File: src/hw/rtl/assert_macros.svh
// Assertion helpers shared by the RTL.
`ifndef ASSERT_MACROS_SVH
`define ASSERT_MACROS_SVH

// Same-cycle implication, off during reset.
`define QNT_ASSERT_IMP(lbl, clk, rst, ante, cons, msg) \
  lbl: assert property (@(posedge clk) disable iff (rst) (ante) |-> (cons)) else $error(msg);

// Next-cycle implication, off during reset.
`define QNT_ASSERT_NEXT(lbl, clk, rst, ante, cons, msg) \
  lbl: assert property (@(posedge clk) disable iff (rst) (ante) |=> (cons)) else $error(msg);

// Next-cycle implication that also holds across reset.
`define QNT_ASSERT_NEXT_ALL(lbl, clk, ante, cons, msg) \
  lbl: assert property (@(posedge clk) (ante) |=> (cons)) else $error(msg);

`endif

File: src/hw/rtl/qnt_pkg.sv
package qnt_pkg;

  localparam int TRIG_BITS    = 12;
  localparam int CORDIC_STEPS = 30;
  localparam int TRIG_LATENCY = 39;

  localparam logic signed [33:0] CORDIC_GAIN = 34'sd652032874;
  localparam logic signed [31:0] ONE_Q30     = 32'sd1073741824;
  localparam logic signed [31:0] TILT_COS    = 32'sd929887697;
  localparam logic signed [31:0] TILT_SIN    = 32'sd536870912;

  typedef enum logic [2:0] {
    REG_CENTER_X    = 3'd0,
    REG_CENTER_Y    = 3'd1,
    REG_CENTER_Z    = 3'd2,
    REG_WORLD_SCALE = 3'd3,
    REG_ORIGIN_X    = 3'd4,
    REG_ORIGIN_Y    = 3'd5,
    REG_FACING      = 3'd6,
    REG_SPIN        = 3'd7
  } reg_idx_t;

  typedef struct packed {
    logic signed [31:0] center_x;
    logic signed [31:0] center_y;
    logic signed [31:0] center_z;
    logic        [30:0] world_scale;
    logic signed [31:0] origin_x;
    logic signed [31:0] origin_y;
    logic signed [31:0] facing_degrees;
    logic               spin_enabled;
  } cfg_t;

  typedef struct packed {
    logic               lookup_ok;
    logic               node_present;
    logic signed [31:0] node_x;
    logic signed [31:0] node_y;
    logic signed [31:0] node_z;
    logic               has_attachment;
    logic signed [31:0] attach_x;
    logic signed [31:0] attach_y;
    logic signed [31:0] attach_z;
    logic signed [31:0] attach_qx;
    logic signed [31:0] attach_qy;
    logic signed [63:0] attach_qz_qw;
  } item_t;

  typedef struct packed {
    logic               ok;
    logic signed [31:0] world_x;
    logic signed [31:0] world_y;
    logic signed [31:0] world_z;
  } res_t;

  typedef struct packed {
    logic [1:0]         quad;
    logic signed [33:0] resid;
    logic               zero;
  } phase_t;

  typedef struct packed {
    logic signed [31:0] cos_q;
    logic signed [31:0] sin_q;
  } trig_t;

  function automatic logic signed [31:0] sat32(input logic signed [65:0] v);
    if (v > 66'sd2147483647) begin
      return 32'sh7fffffff;
    end else if (v < -66'sd2147483648) begin
      return 32'sh80000000;
    end
    return v[31:0];
  endfunction

  function automatic logic signed [31:0] rnd30(input logic signed [65:0] p);
    logic signed [65:0] r;
    r = (p + 66'sd536870912) >>> 30;
    return sat32(r);
  endfunction

  function automatic logic signed [31:0] rnd16(input logic signed [65:0] p);
    logic signed [65:0] r;
    r = (p + 66'sd32768) >>> 16;
    return sat32(r);
  endfunction

  function automatic logic [31:0] atan_turn(input logic [4:0] i);
    logic [31:0] a;
    unique case (i)
      5'd0:  a = 32'h20000000;
      5'd1:  a = 32'h12E4051E;
      5'd2:  a = 32'h09FB385B;
      5'd3:  a = 32'h051111D4;
      5'd4:  a = 32'h028B0D43;
      5'd5:  a = 32'h0145D7E1;
      5'd6:  a = 32'h00A2F61E;
      5'd7:  a = 32'h00517C55;
      5'd8:  a = 32'h0028BE53;
      5'd9:  a = 32'h00145F2F;
      5'd10: a = 32'h000A2F98;
      5'd11: a = 32'h000517CC;
      5'd12: a = 32'h00028BE6;
      5'd13: a = 32'h000145F3;
      5'd14: a = 32'h0000A2FA;
      5'd15: a = 32'h0000517D;
      5'd16: a = 32'h000028BE;
      5'd17: a = 32'h0000145F;
      5'd18: a = 32'h00000A30;
      5'd19: a = 32'h00000518;
      5'd20: a = 32'h0000028C;
      5'd21: a = 32'h00000146;
      5'd22: a = 32'h000000A3;
      5'd23: a = 32'h00000051;
      5'd24: a = 32'h00000029;
      5'd25: a = 32'h00000014;
      5'd26: a = 32'h0000000A;
      5'd27: a = 32'h00000005;
      5'd28: a = 32'h00000003;
      5'd29: a = 32'h00000001;
      default: a = 32'h00000000;
    endcase
    return a;
  endfunction

endpackage

File: src/hw/rtl/qnt_phase.sv
module qnt_phase (
  input  logic            clk,
  input  qnt_pkg::cfg_t   cfg,
  output qnt_pkg::phase_t phase
);
  import qnt_pkg::*;

  localparam int               NUM_W    = 33;
  localparam logic [NUM_W-1:0] BIAS     = NUM_W'(64'd3019898880);
  // ceil(2^23 / 45) and ceil(2^28 / 45)
  localparam logic [17:0]      RECIP_HI = 18'd186414;
  localparam logic [22:0]      RECIP_LO = 23'd5965233;
  localparam logic [31:0]      HALF     = 32'd1 << (31 - TRIG_BITS);
  localparam logic [31:0]      LOWMASK  = (32'd1 << (32 - TRIG_BITS)) - 32'd1;

  logic [NUM_W-1:0] num;
  logic [34:0]      prod_hi;
  logic [11:0]      q_hi_b;
  logic [16:0]      u_hi;
  logic [15:0]      u_lo;
  logic [16:0]      r_hi;
  logic [21:0]      y_c;
  logic [3:0]       q_hi_c;
  logic [44:0]      prod_lo;
  logic [15:0]      q_lo;
  logic [21:0]      y_d;
  logic [3:0]       q_hi_d;
  logic [21:0]      r_lo;
  logic [19:0]      quo;
  logic [5:0]       rem;
  logic [31:0]      raw;
  logic [31:0]      ph;
  logic [31:0]      ph_next;
  logic [31:0]      qsum;

  // Bias the angle positive by a multiple of the divisor.
  always_ff @(posedge clk) begin
    num <= NUM_W'(cfg.facing_degrees) + BIAS;
  end

  // Divide the upper half by 45.
  assign prod_hi = 35'(num[32:16]) * 35'(RECIP_HI);

  always_ff @(posedge clk) begin
    q_hi_b <= prod_hi[34:23];
    u_hi   <= num[32:16];
    u_lo   <= num[15:0];
  end

  assign r_hi = u_hi - 17'(q_hi_b) * 17'd45;

  always_ff @(posedge clk) begin
    y_c    <= {r_hi[5:0], u_lo};
    q_hi_c <= q_hi_b[3:0];
  end

  // Divide the carried remainder and lower half by 45.
  assign prod_lo = 45'(y_c) * 45'(RECIP_LO);

  always_ff @(posedge clk) begin
    q_lo   <= prod_lo[43:28];
    y_d    <= y_c;
    q_hi_d <= q_hi_c;
  end

  assign r_lo = y_d - 22'(q_lo) * 22'd45;

  always_ff @(posedge clk) begin
    quo <= {q_hi_d, q_lo};
    rem <= r_lo[5:0];
  end

  // 4096/45 = 91 + 1/45, so the fraction of the remainder is 91*r.
  always_ff @(posedge clk) begin
    raw <= {quo, 12'd0} + 32'(rem) * 32'd91;
  end

  always_comb begin
    ph_next = raw;
    if (!cfg.spin_enabled) begin
      ph_next = '0;
    end
    ph_next = (ph_next + HALF) & ~LOWMASK;
  end

  always_ff @(posedge clk) begin
    ph <= ph_next;
  end

  assign qsum = ph + 32'h20000000;

  always_ff @(posedge clk) begin
    phase.quad  <= qsum[31:30];
    phase.resid <= 34'($signed(ph - {qsum[31:30], 30'd0}));
    phase.zero  <= (ph == '0);
  end

endmodule

File: config.mk
export PLATFORM = sky130hd
export DESIGN_NAME = qnt_phase
export DESIGN_NICKNAME = d
export VERILOG_FILES = /design/src/hw/rtl/assert_macros.svh /design/src/hw/rtl/qnt_pkg.sv /design/src/hw/rtl/qnt_phase.sv
export SDC_FILE = /design/constraint.sdc
export NUM_CORES = 1
export LEC_CHECK = 0
export CORE_ASPECT_RATIO = 1.5
export CORE_MARGIN = 2
export CORE_UTILIZATION = 65
export CTS_CLUSTER_SIZE = 16
export DETAILED_ROUTE_END_ITERATION = 16
export DONT_BUFFER_PORTS = 1
export GPL_TIMING_DRIVEN = 0
export PLACE_DENSITY = 0.86
export SYNTH_ARGS = -nofsm -noshare
export SYNTH_HDL_FRONTEND = slang
export SYNTH_SLANG_ARGS = --single-unit
File: constraint.sdc
create_clock -name clk -period 6.78 [get_ports clk]
set_input_delay 0.339 -clock clk [delete_from_list [all_inputs] [get_ports clk]]
set_output_delay 0.339 -clock clk [all_outputs]
set_load 0.01 [all_outputs]
==> results.yml, run 1 <==
cts:
  cts_tree: "done"
  clockBufferDepth: 2
  cts_buffers: 17
  clk-insertion-delay-late_ns: 0.46
  clockRootBuffer: "clkbuf_16"
  h-tree-depth: 4
  clkTransAtPathRegs_ns: 0.08
  clock_sinks: 179
finish:
  drive_gt1_share_pct: 4.90
  areaGrowthSynthToFinish_pct: 8.74
  nFillCells: 1677
  final_area_sq_um: 17900
  most-common-layout-cells: "inv_1 (421), ha_1 (346), fa_1 (222)"
  nNetsFinal: 2413
  multi_input_area_sq_um: 11200
  regArea_sq_um: 3590
  final_common_cell: "inv_1"
  diodes: 0
timing:
  finalMaxSlewViolations: 0
  max_freq_mhz: 153
  layout_min_cycle_time_ns: 6.55
  setup_viol: 0
  slew_headroom_pct: 64.9
  finClkSkew_ns: 0.0190
  whs_ns: 0.0128
  timing.final.ws_setup_ns: 0.233
  worstMarginPinSlew_ns: 0.526
  rsz0062_at_grt: "no"
  hold_viol_final: 0
  min_period_over_period_pct: 96.6
global_route:
  antenna_found_initial: 0
  grt_pass1_vias: 12200
  grt_max_degree: 21
  track_usage_pct: 29.2
  grt-ovfl-total: 0
  grt_pass1_wl_mm: 58.6
logic_synthesis:
  yosysTopAreaCellShare_pct: 27.0
  synthesis.area_sq_um: 16500
  synthCells: 1547
  ys_types: 52
  async_reset_ff_share_pct: 0
  yosysWarningCount: 0
  synth_area_leaders: "fa_1 (27%), ha_1 (26%), dfxtp_1 (22%)"
  yosysSeqAreaShare_pct: 21.7
  synth_edf_count: 0
  avgSynthCellArea_sq_um: 10.7
  yosysTopAreaCell: "fa_1"
  ys.flop_type: "dfxtp_1"
  synth-seq-cells: 179
placement:
  dpl_worst_slack_ns: -0.0209
  gp_congestion: 1.02
  dp_hpwl_mm: 29.4
  placed_area_sq_um: 17000
  port_buffers: 0
critical_path:
  arrival_ns: 6.94
  critPathMaxFanout: 5
  critPathLaunchType: "flip-flop"
  criticalPathCategory: "flip-flop to flip-flop"
  endpoint_kind: "flip-flop"
  cp_data_required_time_ns: 7.17
floorplan:
  core_area_sq_um: 25100
  start_util_pct: 65.8
  die_area_sq_um: 26700
  die_w_um: 134
  die_y_um: 199
  row_count: 71
  pin_count: 262
job:
  maxCapViolCount: 0
routing:
  viasPerCell: 5.53
  drtIter0Drc: 459
  num_vias: 10800
  wirelength_mm: 36.3
  first_pass_iters: 5
  wl_per_cell_um: 18.5
  drc: 0
  ant_nets: 0
run_status:
  status: "finished clean"
worst_hold_path:
  hold_class: "input pin to flip-flop"
kinds of logic after synthesis:
family	synth area share, %
xor+xnor	4.52
flops	21.7
compound gates	5.52
fa+ha+maj	53.4
buf+inv	10.6
other cells	0.0227
simple gates	4.20
per-stage QoR:
stage                     std cells  utilization (%)  TNS, ns
after global routing           1959             71.6        0
after detailed placement       1894             67.7  -0.0209
after global placement         1894             67.7  -0.0122
after floorplan                1566                -        0
final                          1959             71.6        0
after CTS                      1958             71.4        0
synth_stat cells (2+ instances only):
cell type,number
or2_2,4
ha_1,348
o2111ai_1,2
dfxtp_1,179
a221o_1,3
a21o_1,20
a211o_1,2
and3_1,7
inv_1,421
nand3_1,14
clkbuf_1,2
a41o_1,2
a21boi_0,2
buf_4,22
nand2b_1,6
and2_1,9
and4_1,7
a211oi_1,4
o22ai_1,2
nor3b_1,2
and3_2,3
o21bai_1,8
xor2_1,19
nor3_1,7
fa_1,222
xnor2_1,66
or3_1,2
nand4_1,12
a31oi_1,2
nor2b_1,3
nand2_1,32
a31o_2,2
a2111oi_0,2
o211ai_1,4
o21ai_0,22
nor4_1,3
a21oi_1,42
a21oi_2,3
o21a_1,6
nor2_1,17
repair_timing:
item                                   in CTS  in global routing
setup endpoints to repair                   2                  5
resized for setup                           2                  6
endpoints found under the hold margin      33                  0
hold buffers                               32                  0
buffers inserted                            0                  1
pin swaps                                   0                  2
worst max-delay path, stage by stage, from the launching register on:
cell     delay (ns)
dfxtp_2        0.44
ha_1           0.30
fa_1           0.55
inv_1          0.07
fa_1           0.52
inv_1          0.06
fa_1           0.50
fa_1           0.46
fa_1           0.62
inv_1          0.09
fa_1           0.53
inv_1          0.06
ha_4           0.26
a21o_1         0.20
a31o_2         0.22
a221o_1        0.31
a21oi_2        0.19
a21oi_2        0.12
a221o_2        0.42
a41o_1         0.30
a21oi_2        0.15
xnor2_1        0.12
sequential cells by signal, summed over array words and instances (netlist names):
register / count
y_d: 6
ph: 12
phase: 15
y_c: 22
quo: 20
u_lo: 16
u_hi: 6
q_hi_b: 6
q_hi_c: 4
q_hi_d: 4
num: 33
raw: 13
rem: 6
q_lo: 16
layout make-up:
type	instances	area share, %
buffer	24	0.963
clock buffer	17	2.37
clock inverter	15	0.977
inverter	421	8.82
multi-input combinational	942	62.7
sequential	179	20.0
tap	328	2.29
timing repair buffer	33	1.83
final timing paths:
kind | from | endpoint | slack [ns] | depth (start not counted)
worst max-delay path | y_c[15]$_DFF_P_ | q_lo[10]$_DFF_P_ | 0.23 | 21
worst min-delay path | cfg[27] | num[27]$_DFF_P_ | 0.01 | 1
worst max register to register | y_c[15]$_DFF_P_ | q_lo[10]$_DFF_P_ | 0.23 | 21
worst min register to register | u_lo[10]$_DFF_P_ | y_c[10]$_DFF_P_ | 0.32 | 0
routing by layer:
layer | vias up | routed length (um) | track usage, %
li1 | 4979 | - | -
met1 | 5274 | 11400 | 26.3
met2 | 391 | 20100 | 57.0
met3 | 186 | 1520 | 4.10
met4 | 0 | 3190 | 22.9
met5 | - | 0 | 0
Power of run 1 is not shown: default switching activity piles up to over one toggle a cycle in this logic, so the estimate is an artifact.
==> run 2: changes to the inputs <==
==> constraint.sdc (replaced) <==
create_clock -name clk -period 6.78 [get_ports clk]
set_input_delay 1.356 -clock clk [delete_from_list [all_inputs] [get_ports clk]]
set_output_delay 1.356 -clock clk [all_outputs]
set_load 0.01 [all_outputs]
==> results.yml, run 2 (same netlist as run 1, synthesis figures left out) <==
critical_path:
  criticalPathCategory: "flip-flop to flip-flop"
  cp_slowest_cell: "dfxtp_1"
  cp_data_required_time_ns: 7.11
  arrival_ns: 6.92
  cp_cell_sequence: "ha_1 -> inv_1 -> fa_1 -> fa_1 -> inv_1 -> fa_1 -> ha_1 -> fa_1 -> inv_1 -> fa_1 -> inv_1 -> ha_1 -> a211oi_1 -> o21ai_0 -> a31oi_1 -> o21ai_0 -> a2111o_1 -> a2111oi_0 -> nor3_1 -> xnor2_1"
  r2r_cells: 20
  r2r_setup_slack_ns: 0.19
  max_stage_delay_ns: 0.58
  endpoint_kind: "flip-flop"
  critPathBufInv: 4
  crit_top_cell: "fa_1"
  critPathTopFamily: "adder cells"
  r2r-end: "q_lo[15]$_DFF_P_"
  critPathMaxFanout: 5
  critPathLaunchType: "flip-flop"
  worstReg2RegStart: "y_c[5]$_DFF_P_"
timing:
  finClkSkew_ns: 0.0177
  whs_ns: 0.321
  rsz0062_at_grt: "no"
  layout_min_cycle_time_ns: 6.59
  worstMarginPinSlew_ns: 0.524
  max_freq_mhz: 152
  finalMaxSlewViolations: 0
  slew_headroom_pct: 65.0
  hold_viol_final: 0
  timing.final.ws_setup_ns: 0.189
  min_period_over_period_pct: 97.2
  setup_viol: 0
routing:
  drc: 0
  viasPerCell: 5.50
  ant_nets: 0
  first_pass_iters: 5
  drtIter0Drc: 390
  wl_per_cell_um: 18.0
  wirelength_mm: 34.8
  num_vias: 10600
floorplan:
  die_y_um: 199
  die_area_sq_um: 26700
  row_count: 71
  core_area_sq_um: 25100
  die_w_um: 134
  start_util_pct: 65.8
  pin_count: 262
worst_hold_path:
  min_to: "y_c[10]$_DFF_P_"
  hp-start: "u_lo[10]$_DFF_P_"
  holdPathStages: 0
  hold_class: "flip-flop to flip-flop"
finish:
  diodes: 0
  areaGrowthSynthToFinish_pct: 6.80
  drive_gt1_share_pct: 5.00
  final_area_sq_um: 17600
  nNetsFinal: 2381
  nFillCells: 1726
  top_regs: "num (33), y_c (22), quo (20)"
  regMostFlops: "num"
  regArea_sq_um: 3590
  final_common_cell: "inv_1"
  largest_reg_flops: 33
  multi_input_area_sq_um: 11200
  most-common-layout-cells: "inv_1 (421), ha_1 (346), fa_1 (222)"
cts:
  clockRootBuffer: "clkbuf_16"
  holdBufCountCts: 0
  cts_tree: "done"
  clkTransAtPathRegs_ns: 0.08
  clk-insertion-delay-late_ns: 0.45
  cts_buffers: 17
  clock_sinks: 179
  h-tree-depth: 4
  clockBufferDepth: 2
global_route:
  track_usage_pct: 28.0
  antenna_found_initial: 0
  grt_pass1_vias: 11900
  grt-ovfl-total: 0
  grt_max_degree: 21
  grt_pass1_wl_mm: 56.4
placement:
  dpl_worst_slack_ns: -0.0209
  port_buffers: 0
  gp_congestion: 1.02
  placed_area_sq_um: 17000
  dp_hpwl_mm: 29.4
job:
  maxCapViolCount: 0
run_status:
  status: "finished clean"
run 2: cell type report:
type / instances / share of cell area [%]
plain buffers: 24 / 0.981
clock buffers: 17 / 2.42
clock inverters: 15 / 0.995
inverters: 421 / 8.98
multi-input cells: 942 / 63.9
flip-flops and latches: 179 / 20.4
well taps: 328 / 2.33
repair buffers: 1 / 0.0426
run 2: worst max path at each step:
stage                    startpoint                to  slack (ns)  depth (start not counted)
detailed placement  y_c[15]$_DFF_P_  q_lo[11]$_DFF_P_       -0.02                         21
global placement    y_c[15]$_DFF_P_  q_lo[11]$_DFF_P_       -0.01                         21
global route         y_c[7]$_DFF_P_  q_lo[15]$_DFF_P_        0.01                         20
CTS                 y_c[13]$_DFF_P_  q_lo[11]$_DFF_P_       0.006                         23
finish               y_c[5]$_DFF_P_  q_lo[15]$_DFF_P_        0.19                         20
floorplan           y_c[14]$_DFF_P_  q_lo[11]$_DFF_P_        0.71                         21
run 2: layer usage:
layer | up-vias | GRT usage, % | part of all wire [%]
met5 | - | 0 | 0
met4 | 0 | 20.5 | 8.1
met3 | 151 | 4.31 | 4.4
met2 | 357 | 55.2 | 56
met1 | 5179 | 25.3 | 32
li1 | 4916 | - | -
run 2: stage by stage:
stage | std cells | setup TNS [ns] | utilization [%]
after detailed placement | 1894 | -0.0209 | 67.7
final | 1927 | 0 | 70.3
after floorplan | 1566 | 0 | -
after global placement | 1894 | -0.0122 | 67.7
after CTS | 1926 | 0 | 70.1
after global routing | 1927 | 0 | 70.3
run 2: timing repair:
action / 4_1_cts / 5_1_grt
buffers inserted: 0 / 1
setup endpoints to repair: 2 / 5
gates resized for setup: 2 / 6
pin swaps: 0 / 2
Power of run 2 is left out for the same reason.
==> run 3: changes to the inputs <==
--- a/config.mk
+++ b/config.mk
@@ -7,12 +7,12 @@
 export LEC_CHECK = 0
 export CORE_ASPECT_RATIO = 1.5
 export CORE_MARGIN = 2
-export CORE_UTILIZATION = 65
+export CORE_UTILIZATION = 46
 export CTS_CLUSTER_SIZE = 16
 export DETAILED_ROUTE_END_ITERATION = 16
 export DONT_BUFFER_PORTS = 1
 export GPL_TIMING_DRIVEN = 0
-export PLACE_DENSITY = 0.86
+export PLACE_DENSITY = 0.66
 export SYNTH_ARGS = -nofsm -noshare
 export SYNTH_HDL_FRONTEND = slang
 export SYNTH_SLANG_ARGS = --single-unit
==> results.yml, run 3 (same netlist as run 1, synthesis figures left out) <==
run_status:
  status: "finished clean"
finish:
  drive_gt1_share_pct: 4.88
  diodes: 0
  layout.cells.non_filler: 2071
  areaGrowthSynthToFinish_pct: 8.03
  regMostFlops: "num"
  nNetsFinal: 2380
  final_common_cell: "inv_1"
  fin_util_pct: 50.6
  top_regs: "num (33), y_c (22), quo (20)"
  most-common-layout-cells: "inv_1 (421), ha_1 (347), fa_1 (222)"
  largest_reg_flops: 33
  nFillCells: 3152
  final_area_sq_um: 17800
timing:
  max_freq_mhz: 152
  finClkSkew_ns: 0.0189
  finalMaxSlewViolations: 0
  worstMarginPinSlew_ns: 0.495
  rsz0062_at_grt: "yes"
  hold_viol_final: 0
  slew_headroom_pct: 66.6
  layout_min_cycle_time_ns: 6.56
  setup_tns_ns: 0
  min_period_over_period_pct: 96.8
  setup_viol: 0
floorplan:
  die_area_sq_um: 37400
  core_area_sq_um: 35200
  die_w_um: 159
  pin_count: 262
  die_y_um: 236
  start_util_pct: 46.8
  row_count: 84
worst_hold_path:
  hp-start: "u_lo[5]$_DFF_P_"
  hold_class: "flip-flop to flip-flop"
  holdPathStages: 0
  min_to: "y_c[5]$_DFF_P_"
critical_path:
  arrival_ns: 6.91
  crit_top_cell: "fa_1"
  critPathLaunchType: "flip-flop"
  critPathTopFamily: "adder cells"
  cp_data_required_time_ns: 7.12
  r2r_cells: 21
  worstReg2RegStart: "y_c[14]$_DFF_P_"
  r2r-end: "q_lo[8]$_DFF_P_"
  critPathBufInv: 4
  cp_cell_sequence: "ha_1 -> fa_1 -> inv_1 -> fa_1 -> fa_1 -> inv_1 -> fa_1 -> fa_1 -> inv_1 -> fa_1 -> inv_1 -> ha_1 -> a21o_1 -> a31o_2 -> a221o_1 -> a21oi_4 -> a21oi_2 -> a221o_2 -> a21oi_1 -> nor2_1 -> o31a_1"
  endpoint_kind: "flip-flop"
  cp_slowest_cell: "fa_1"
  criticalPathCategory: "flip-flop to flip-flop"
  r2r_setup_slack_ns: 0.22
  critPathMaxFanout: 5
  max_stage_delay_ns: 0.56
placement:
  placed_area_sq_um: 17100
  numPlacedInstances: 2039
  gp_congestion: 0.900
  dp_hpwl_mm: 28.9
  port_buffers: 0
cts:
  clockRootBuffer: "clkbuf_16"
  clkTransAtPathRegs_ns: 0.08
  cts_tree: "done"
  clockBufferDepth: 2
  clock_sinks: 179
  clk-insertion-delay-late_ns: 0.46
  cts_buffers: 17
  holdBufCountCts: 0
  h-tree-depth: 4
global_route:
  grt_pass1_wl_mm: 52.7
  grt_pass1_vias: 11100
  grt_max_degree: 20
  antenna_found_initial: 0
  grt-ovfl-total: 0
  track_usage_pct: 18.6
routing:
  viasPerCell: 4.87
  drc: 0
  ant_nets: 0
  first_pass_iters: 4
  wirelength_mm: 32.7
  num_vias: 10100
  drtIter0Drc: 328
  wl_per_cell_um: 15.8
job:
  maxCapViolCount: 0
## run 3: changes by cell type in the layout (fill, tap and decap cells not counted), sizes merged
cell	before	now
buf	23	22
bufinv	0	2
clkbuf	19	20
clkinv	6	3
clkinvlp	2	1
inv	428	429
## run 3: metrics by stage
step | hold WS (ns) | setup WS [ns]
after CTS | 0.317 | 0.0617
final | 0.316 | 0.217
after global placement | 0.310 | 0.0902
after detailed placement | 0.312 | 0.0901
after floorplan | 0.310 | 0.706
after global routing | 0.328 | 0.00510
## run 3: worst max-delay path by stage
stage / startpoint / end / slack, ns / cells past startpoint
detailed placement: y_c[13]$_DFF_P_ / q_lo[11]$_DFF_P_ / 0.09 / 23
finish: y_c[14]$_DFF_P_ / q_lo[8]$_DFF_P_ / 0.22 / 21
CTS: y_c[15]$_DFF_P_ / q_lo[11]$_DFF_P_ / 0.06 / 21
global route: y_c[14]$_DFF_P_ / q_lo[10]$_DFF_P_ / 0.005 / 21
global placement: y_c[15]$_DFF_P_ / q_lo[11]$_DFF_P_ / 0.09 / 21
floorplan: y_c[14]$_DFF_P_ / q_lo[11]$_DFF_P_ / 0.71 / 21
## run 3: metal layers
metal  vias up  track usage (%)  part of all wire [%]
li1       4915                -                     -
met1      4964             18.0                    36
met2       134             37.9                    59
met3        63             2.68                   1.8
met4         0             7.13                   3.5
met5         -                0                     0
## run 3: repair_timing
item                       CTS  global route
setup buffers                0             0
resized for setup            0             9
setup endpoints to repair    0             4
## run 3: layout make-up
cell class | count | area [sq um] | share of cell area, %
Multi-Input combinational cell | 942 | 11200 | 63.1
Tap cell | 473 | 592 | 3.32
Buffer | 24 | 173 | 0.970
Inverter | 421 | 1580 | 8.87
Clock inverter | 14 | 206 | 1.16
Clock buffer | 18 | 429 | 2.41
Sequential cell | 179 | 3590 | 20.2
## run 3: worst register-to-register path, cell delays in order (launching register included)
cell     delay [ns]
dfxtp_2        0.37
ha_1           0.34
fa_1           0.56
inv_1          0.07
fa_1           0.45
fa_1           0.52
inv_1          0.05
fa_1           0.51
fa_1           0.55
inv_1          0.07
fa_1           0.53
inv_1          0.04
ha_1           0.34
a21o_1         0.21
a31o_2         0.21
a221o_1        0.33
a21oi_4        0.19
a21oi_2        0.12
a221o_2        0.45
a21oi_1        0.23
nor2_1         0.07
o31a_1         0.23
Power of run 3 is left out for the same reason.
